===== src/rtl/dda_pkg.sv =====
// Shared types and constants for the grid ray traversal block.
`default_nettype none

package dda_pkg;

    localparam int CELL_W = 6;
    localparam int DIST_W = 24;
    localparam logic [DIST_W-1:0] DIST_MAX = '1;

    localparam int DEF_MAP_WIDTH  = 64;
    localparam int DEF_MAP_HEIGHT = 64;
    localparam int DEF_MAX_STEPS  = 128;

    localparam int QUEUE_DEPTH = 2;

    typedef enum logic [1:0] {
        OP_WRITE,
        OP_RAY,
        OP_RAY_OFF
    } op_t;

    typedef enum logic [1:0] {
        ST_WALL  = 2'd0,
        ST_LEFT  = 2'd1,
        ST_LIMIT = 2'd2
    } status_t;

    typedef enum logic [1:0] {
        WS_CLEAR,
        WS_IDLE,
        WS_WALK
    } walk_state_t;

    typedef struct packed {
        op_t               op;
        logic [CELL_W-1:0] cell_x;
        logic [CELL_W-1:0] cell_y;
        logic              is_wall;
        logic [DIST_W-1:0] side_dist_x;
        logic [DIST_W-1:0] side_dist_y;
        logic [DIST_W-1:0] delta_dist_x;
        logic [DIST_W-1:0] delta_dist_y;
        logic              step_x_neg;
        logic              step_y_neg;
    } item_t;

endpackage

`default_nettype wire


===== src/rtl/dda_queue.sv =====
// Short register queue between the front end and the walker.
`default_nettype none

module dda_queue import dda_pkg::*; #(
    parameter int DEPTH = QUEUE_DEPTH
) (
    input  wire logic clk,
    input  wire logic rst_n,
    input  wire logic push,
    input  item_t     push_item,
    output logic      full,
    input  wire logic pop,
    output logic      empty,
    output item_t     head
);

    localparam int PW = (DEPTH > 1) ? $clog2(DEPTH) : 1;
    localparam int CW = $clog2(DEPTH + 1);

    item_t          slot_reg [DEPTH];
    logic [PW-1:0]  wr_ptr_reg, wr_ptr_next;
    logic [PW-1:0]  rd_ptr_reg, rd_ptr_next;
    logic [CW-1:0]  count_reg, count_next;

    assign full  = (count_reg == CW'(DEPTH));
    assign empty = (count_reg == '0);
    assign head  = slot_reg[rd_ptr_reg];

    always_comb
    begin
        wr_ptr_next = wr_ptr_reg;
        rd_ptr_next = rd_ptr_reg;
        count_next  = count_reg;
        if (push)
        begin
            wr_ptr_next = (wr_ptr_reg == PW'(DEPTH - 1)) ? '0 : wr_ptr_reg + PW'(1);
        end
        if (pop)
        begin
            rd_ptr_next = (rd_ptr_reg == PW'(DEPTH - 1)) ? '0 : rd_ptr_reg + PW'(1);
        end
        if (push && !pop)
        begin
            count_next = count_reg + CW'(1);
        end
        else if (pop && !push)
        begin
            count_next = count_reg - CW'(1);
        end
    end

    always_ff @(posedge clk or negedge rst_n)
    begin
        if (!rst_n)
        begin
            wr_ptr_reg <= '0;
            rd_ptr_reg <= '0;
            count_reg  <= '0;
        end
        else
        begin
            wr_ptr_reg <= wr_ptr_next;
            rd_ptr_reg <= rd_ptr_next;
            count_reg  <= count_next;
        end
    end

    always_ff @(posedge clk)
    begin
        if (push)
        begin
            slot_reg[wr_ptr_reg] <= push_item;
        end
    end

endmodule

`default_nettype wire


===== config.mk =====
export PLATFORM = sky130hd
export DESIGN_NAME = dda_queue
export DESIGN_NICKNAME = d
export VERILOG_FILES = /design/src/rtl/dda_pkg.sv /design/src/rtl/dda_queue.sv
export SDC_FILE = /design/constraint.sdc
export NUM_CORES = 1
export LEC_CHECK = 0
export ABC_AREA = 1
export BUFFER_PORTS_ARGS = -buffer_cell sky130_fd_sc_hd__clkbuf_2
export CAP_MARGIN = 20
export CORE_ASPECT_RATIO = 0.75
export CORE_UTILIZATION = 45
export CTS_CLUSTER_DIAMETER = 80
export DETAILED_ROUTE_END_ITERATION = 10
export HOLD_SLACK_MARGIN = 0.15
export PLACE_DENSITY = 0.71
export SLEW_MARGIN = 10
export SYNTH_ARGS = -nofsm -noshare
export SYNTH_HDL_FRONTEND = slang
export SYNTH_SLANG_ARGS = --single-unit

===== constraint.sdc =====
create_clock -name clk -period 7.3 [get_ports clk]
set_input_delay 1.095 -clock clk [delete_from_list [all_inputs] [get_ports clk]]
set_output_delay 1.095 -clock clk [all_outputs]
set_load 0.05 [all_outputs]

## Word-level counts from Yosys, hierarchy flattened

Memory sizes are Yosys's and may differ from the RTL's.
Index checks and enable logic that the tools add are counted.

- Memories kept: 1
- RAM bits: 226
- Latch bits: 0
- Logic and storage cells: 21
- Output and inout bits: 115
- Bits of input ports: 117
- Register bits after elaboration: 4
- ROM bits: 0

- Divide/modulo/power cells: 0
- Shifts and indexed selects: 0
- Bitwise logic cells: 0
- Multiplexer cells: 6
- $add $sub $neg: 4
- Order comparisons: 0
- Equal/unequal tests: 1
- Multiply operators: 0
- Reduce and logical (&&, ||, !) cells: 6

Memory list:

| name | words | width | rd ports | clocked after Yosys merged registers in | write ports | line | RTL |
|---|---|---|---|---|---|---|---|
| slot_reg | 2 | 113 | 1 | 0 | 1 | dda_queue.sv:20 | `item_t slot_reg [DEPTH];` |

Operators by type and width:

| kind | number |
|---|---|
| two-way mux 1 bit | 4 |
| two-way mux 2 bit | 2 |
| adder 1 bit (second input constant) | 2 |
| adder 2 x 1 -> 2 bit (second input constant) | 1 |
| equality test 2 bit (second input constant) | 1 |
| logical AND 1 bit | 2 |
| logical NOT 1 bit | 2 |
| logical NOT 2 bit | 1 |
| nonzero test 2 bit | 1 |
| subtractor 2 x 1 -> 2 bit (second input constant) | 1 |

## Depth between registers and ports, before layout

Gate-level depths: netlist of run 1.

- Depth after elaboration: 4
- Depth in mapped cells: 7
- Gate-level depth less buffers: 7

## Worst setup path after synthesis of run 1

Ideal clock, no wire load.

- Path kind: input -> register
- From: in push
- To: mem slot_reg[0][0] in the netlist's numbering (enable)
- Required time: 6.711 ns
- Arrival time: 5.863 ns
- Buffers on the path: 0
- Path slack: 0.848 ns
- Stages: 2
- Setup time: 0.589 ns
- Cell sequence: inv_1 > nor2_1

- Longest elaborated chain between the ends: 2

RTL lines:

| what | line | RTL |
|---|---|---|
| start, declared | dda_queue.sv:9 | `input wire logic push,` |
| two-way mux 1 bit | dda_queue.sv:70 | `if (push)` |
| two-way mux 1 bit (implied by the code) | dda_queue.sv:72 | `slot_reg[wr_ptr_reg] <= push_item;` |
| end, declared | dda_queue.sv:20 |  |

Every way passes these cells.

==> impl_metrics.toml, run 1 <==
[synthesis]
netlist_area_um2 = 8610
ys_seq_elements = 230
synth_edf_count = 226
synth_top_cell_by_area = "edfxtp_1"
ys_async_sr_fraction_pct = 1.739
synth_warnings = 0
yosysMostFrequentCell = "edfxtp_1"
synth_compound_area_share_pct = 0
synth_top_family_by_area = "multiplexers"
synth.area.top_cells = "edfxtp_1 79%, mux2_4 10%, mux2_2 6.9%"
synth-simple-area-share_pct = 0.4796
synth_nets = 495
synthCells = 377
synth_cell_types = 15
netlist_top_cells_count = "226 x edfxtp_1, 60 x mux2_4, 53 x mux2_2"
synth_seq_area_share_pct = 79.99
netlist.area_leader.share_pct = 78.83
synthMuxAreaShare_pct = 17.40
synth-adder-area-share_pct = 0.1453
synth_xor_area_share_pct = 0.3052
syn_area_per_cell_um2 = 22.84
ys.flop_type = "edfxtp_1"

[worst_setup_path]
rr_worst_depth = 3
crit_path_end_kind = "primary output"
critPathMaxFanout = 63
reg2reg_slack_ns = 5.07
reg2reg_from = "wr_ptr_reg"
crit_required_ns = 6.20
worstPathArrival_ns = 3.12
start_kind = "register"
regToRegEndpoint = "slot_reg[1][47]"
critPathKind = "reg -> out"

[die]
dieArea_um2 = 19700
rows = 43
die_height_um = 121.8
pin_count = 232
coreArea_um2 = 18620
initial_utilization_pct = 46.25
die_w_um = 161.7

[status]
status = "finished, final reports clean"

[power]
p_int_w = 0.003042
power_w = 0.005026
p_per_area_nw_per_um2 = 467.9
seqPwrFrac_pct = 37.7
p_comb_share_pct = 39.5
switching_power_w = 0.001984
swShare_pct = 39.47
ir_drop_v = 0.0003417
p_leak_nw = 4.283
power.share.clock_pct = 22.9

[sta]
rsz0062_at_grt = "no"
fin_crit_sh_pct = 57.72
fin_crit_ns = 4.214
slew_violations = 0
worst_pin_slew_ns = 0.9458
tns_ns = 0
fin_hold_ws_ns = 0.4092
finClkSkew_ns = 0.006769
hold_viol = 0
setup_viol = 0
setup_ws_ns = 3.086
fmax_mhz = 237.3
maxSlewHeadroom_pct = 36.94

[global_route]
gr-max-usage-layer = "met2"
met1_usage_pct = 20.27
met3_usage_pct = 5.414
gr-usage-met2_pct = 25.13
grt_pass1_vias = 4508
grt_max_degree = 64
gr-usage-all-layers_pct = 15.70
overflow = 0
antenna_found_initial = 0
grt_pass1_wl_mm = 23.63

[clock_tree]
postCtsSetupBuffers = 0
clock_latency_ns = 0.49
cts.sinks = 230
cts_resized = 0
path_clk_slew_ns = 0.06
cts_root_buffer = "clkbuf_16"
cts_made_buffers = 23
hold_buffers = 0
cts_tree = "done"
cts_htree_levels = 1
cts.path.max_buffers = 3

[drt]
ant_nets = 0
vias = 4294
wl_per_cell_um = 17.51
drc_errors = 0
drt-vias-per-instance = 4.841
wl_mm = 15.53
dr.pass1.iters = 4
dr.first_iter.drc_count = 233

[final_layout]
nets = 742
fillCellCount = 1437
largest_reg_flops = 226
antenna_cells = 0
synthToLayoutAreaGrowth_pct = 24.78
drive_gt1_share_pct = 59.69

[place]
place_hpwl_mm = 10.23
place_ws_ns = 3.516
io_buffers = 231
gp_congestion = 0.7494

[job]
maxCapViolations = 0

[min_path]
hold_class = "in -> async"
[cell type report]
cell class,instances,area [um2],share of cell area (%)
well taps,247,309.0,2.877
inverters,7,28.78,0.2679
clock inverters,10,127.6,1.188
clock buffers,31,615.6,5.730
flip-flops and latches,230,6890,64.14
repair buffers,235,1186,11.04
multi-input cells,127,1585,14.76
[how the worst max path moves through the flow]
stage	start	to	slack, ns	cells past startpoint
after global routing	rd_ptr_reg	head[16]	2.90	3
after detailed placement	rd_ptr_reg	head[85]	3.52	3
after CTS	rd_ptr_reg	head[85]	2.99	3
after global placement	rd_ptr_reg	head[85]	3.58	3
final	rd_ptr_reg	head[85]	3.09	3
after floorplan	push	slot_reg[0][0]	0.85	2
[logic make-up after synthesis]
kind of cell / after synthesis
flip-flops: 230
AND/OR/NAND/NOR: 10
adder cells (fa/ha/maj): 1
buffers and inverters: 20
XOR/XNOR: 3
multiplexers: 113
[per-layer routing]
layer | up-vias | part of all wire [%] | routed length, um
li1 | 1989 | - | -
met1 | 2083 | 42 | 6458
met2 | 194 | 46 | 7157
met3 | 28 | 9.7 | 1499
met4 | 0 | 2.7 | 418
met5 | - | 0 | 0
[per-stage QoR]
step / instances / util (%) / instance area [um2]
CTS: 887 / 57.71 / 10740
detailed placement: 846 / 53.72 / 10000
floorplan: 377 / - / 8610
global route: 887 / 57.71 / 10740
global placement: 846 / 53.72 / 10000
finish: 887 / 57.71 / 10740
[critical path, stage by stage (launching register included)]
cell	delay (ns)
dfrtp_4	1.01
buf_4	0.86
mux2_2	0.45
clkbuf_2	0.24
[cell usage in the layout (no fill, tap or decap), drive strengths merged, types with 2 or more instances in the layout]
cell / instances
clkbuf: 262
buf: 4
inv: 8
dfrtp: 4
bufinv: 3
nor2: 3
nand2: 5
clkinv: 5
xor2: 2
edfxtp: 226
mux2: 113
[power by group through the flow]
stage          Combinational, W  Clock (W)  Sequential (W)
4_1_cts                 0.00201    0.00118         0.00190
6_report                0.00198    0.00115         0.00189
3_5_place_dp            0.00200          0         0.00193
5_1_grt                 0.00207    0.00123         0.00193
2_1_floorplan           0.00171          0         0.00186
3_3_place_gp            0.00198          0         0.00191
Note: power is estimated with default switching activity, not from simulation.
==> inputs of run 2 (changes only) <==
ABC_AREA = 0   (was 1)
clock period = 4.15 ns   (was 7.3 ns; I/O delays follow)
==> run 2 against run 1 <==
Area after synthesis shrank 0.23%; critical endpoint is now head[93]; clock power grew 62%; critical path depth is the same; register-to-register slack lost 2.8 ns; count of clock-buffer cells in the layout shrank 3; die area shrank 0.23%; combinational power grew 80%; sequential cell count is the same; via count shrank 1.6%; setup slack lost 2.0 ns.
==> impl_metrics.toml, run 2 <==
[status]
status = "finished, final reports clean"

[synthesis]
ys_async_sr_fraction_pct = 1.739
synth_edf_count = 226
ys_seq_elements = 230
syn_area_per_cell_um2 = 23.34
netlist_top_cells_count = "226 x edfxtp_1, 60 x mux2_4, 53 x mux2_2"
yosysMostFrequentCell = "edfxtp_1"
synth_nets = 486
synth.area.top_cells = "edfxtp_1 79%, mux2_4 10%, mux2_2 6.9%"
synth_warnings = 0
netlist_area_um2 = 8589
synth_cell_types = 14
synth_seq_area_share_pct = 80.17
ys.flop_type = "edfxtp_1"
synth_top_cell_by_area = "edfxtp_1"
synthCells = 368
netlist.area_leader.share_pct = 79.01

[global_route]
overflow = 0
grt_max_degree = 114
grt_pass1_wl_mm = 23.45
gr-usage-all-layers_pct = 15.66
antenna_found_initial = 0
grt_pass1_vias = 4320

[worst_setup_path]
crit_buf_inv = 2
reg2reg_slack_ns = 2.23
critPathMaxFanout = 40
start_kind = "register"
crit_path_top_delay_cell = "dfrtp_4"
cpPeakStageDelay_ns = 0.79
crit_required_ns = 3.53
crit_path_end_kind = "primary output"
worstPathArrival_ns = 2.44
path_cells = "buf_4 > mux2_2 > clkbuf_2"
cp_top_family = "flip-flops"
critPathKind = "reg -> out"

[clock_tree]
postCtsSetupBuffers = 0
cts.sinks = 230
cts_root_buffer = "clkbuf_16"
cts_resized = 0
path_clk_slew_ns = 0.06
cts_htree_levels = 1
clock_latency_ns = 0.49
cts.path.max_buffers = 3
cts_made_buffers = 23
cts_tree = "done"

[sta]
fin_hold_ws_ns = 0.3207
slew_violations = 0
fin_crit_sh_pct = 73.87
finClkSkew_ns = 0.004939
fmax_mhz = 326.2
hold_viol = 0
setup_viol = 0
worst_pin_slew_ns = 0.8300
tns_ns = 0
fin_crit_ns = 3.066
maxSlewHeadroom_pct = 44.67
rsz0062_at_grt = "no"

[die]
dieArea_um2 = 19650
initial_utilization_pct = 46.28
rows = 43
die_w_um = 161.5
coreArea_um2 = 18560
die_height_um = 121.7
pin_count = 232

[drt]
wl_mm = 15.84
dr.first_iter.drc_count = 191
drc_errors = 0
vias = 4227
wl_per_cell_um = 18.08
ant_nets = 0
dr.pass1.iters = 4
drt-vias-per-instance = 4.825

[place]
place_hpwl_mm = 10.45
placed_cell_area_um2 = 10020
io_buffers = 231
gp_congestion = 0.7664

[job]
maxCapViolations = 0

[final_layout]
antenna_cells = 0
largest_reg_flops = 226
stdcell_area_um2 = 10700
drive_gt1_share_pct = 60.25
nets = 735
final_common_cell = "clkbuf_2"
fillCellCount = 1409
final_cell_mix = "231 x clkbuf_2, 226 x edfxtp_1, 60 x mux2_4"
synthToLayoutAreaGrowth_pct = 24.52

[power]
p_per_area_nw_per_um2 = 813.8
ir_drop_v = 0.0004688
p_leak_nw = 4.239

[min_path]
hold_class = "in -> reg"
-- run 2: changes by cell type after synthesis, sizes merged --
cell	before	now
and2	0	1
nand4	1	0
nor2b	0	2
nand2	5	0
xor2	2	4
nor2	3	2
inv	7	1
nand3	1	0
-- run 2: worst reg2reg max path, cell delays in order (launching register included) --
cell     delay, ns
dfrtp_1       0.42
and2_4        0.71
buf_12        0.38
-- run 2: per-stage QoR --
stage / worst slack (ns) / utilization [%] / instances / total power (W)
finish: 1.084 / 57.62 / 876 / 0.008704
global route: 0.9566 / 57.62 / 876 / 0.009030
CTS: 1.035 / 57.62 / 876 / 0.008800
detailed placement: 1.572 / 54.01 / 838 / 0.006929
global placement: 1.622 / 54.01 / 838 / 0.006869
floorplan: 0.1424 / - / 368 / 0.006266
-- run 2: area by class of cell --
class / count / area, um2 / share of cell area (%)
Sequential cell: 230 / 6890 / 64.42
Multi-Input combinational cell: 124 / 1590 / 14.87
Timing Repair Buffer: 237 / 1241 / 11.61
Clock buffer: 28 / 594.3 / 5.557
Tap cell: 247 / 309.0 / 2.890
Clock inverter: 9 / 66.31 / 0.6200
Inverter: 1 / 3.754 / 0.03510
-- run 2: routing by layer --
| metal | part of all wire [%] | routed length [um] | global-route usage (%) |
|---|---|---|---|
| met1 | 42 | 6665 | 20.63 |
| met2 | 46 | 7255 | 24.49 |
| met3 | 10 | 1586 | 5.652 |
| met4 | 2.1 | 333 | 4.658 |
| met5 | 0 | 0 | 0 |
-- run 2: cell families after synthesis --
kind of cell,share of synthesized area [%]
mux,17.44
buf+inv,1.427
simple gates,0.3060
xor+xnor,0.5098
flops,80.17
fa+ha+maj,0.1456
-- run 2: path summary, 6_finish.rpt --
check                                    from               to  cells past startpoint
worst min-delay path            push_item[16]  slot_reg[1][16]                      1
worst max register to register     wr_ptr_reg  slot_reg[1][11]                      2
min in group asynchronous               rst_n       rd_ptr_reg                      2
worst min register to register   count_reg[1]     count_reg[1]                      1
max in group asynchronous               rst_n       rd_ptr_reg                      2
worst max-delay path               rd_ptr_reg         head[93]                      3
-- run 2: where the power goes --
group / switching (W) / internal (W)
sequential: 0.000194 / 0.00309
clock: 0.000793 / 0.00107
combinational: 0.00250 / 0.00106
-- run 2: what timing repair did --
action	in CTS	in global routing
hold buffers	1	0
hold endpoints to repair	4	0
setup endpoints to repair	0	0
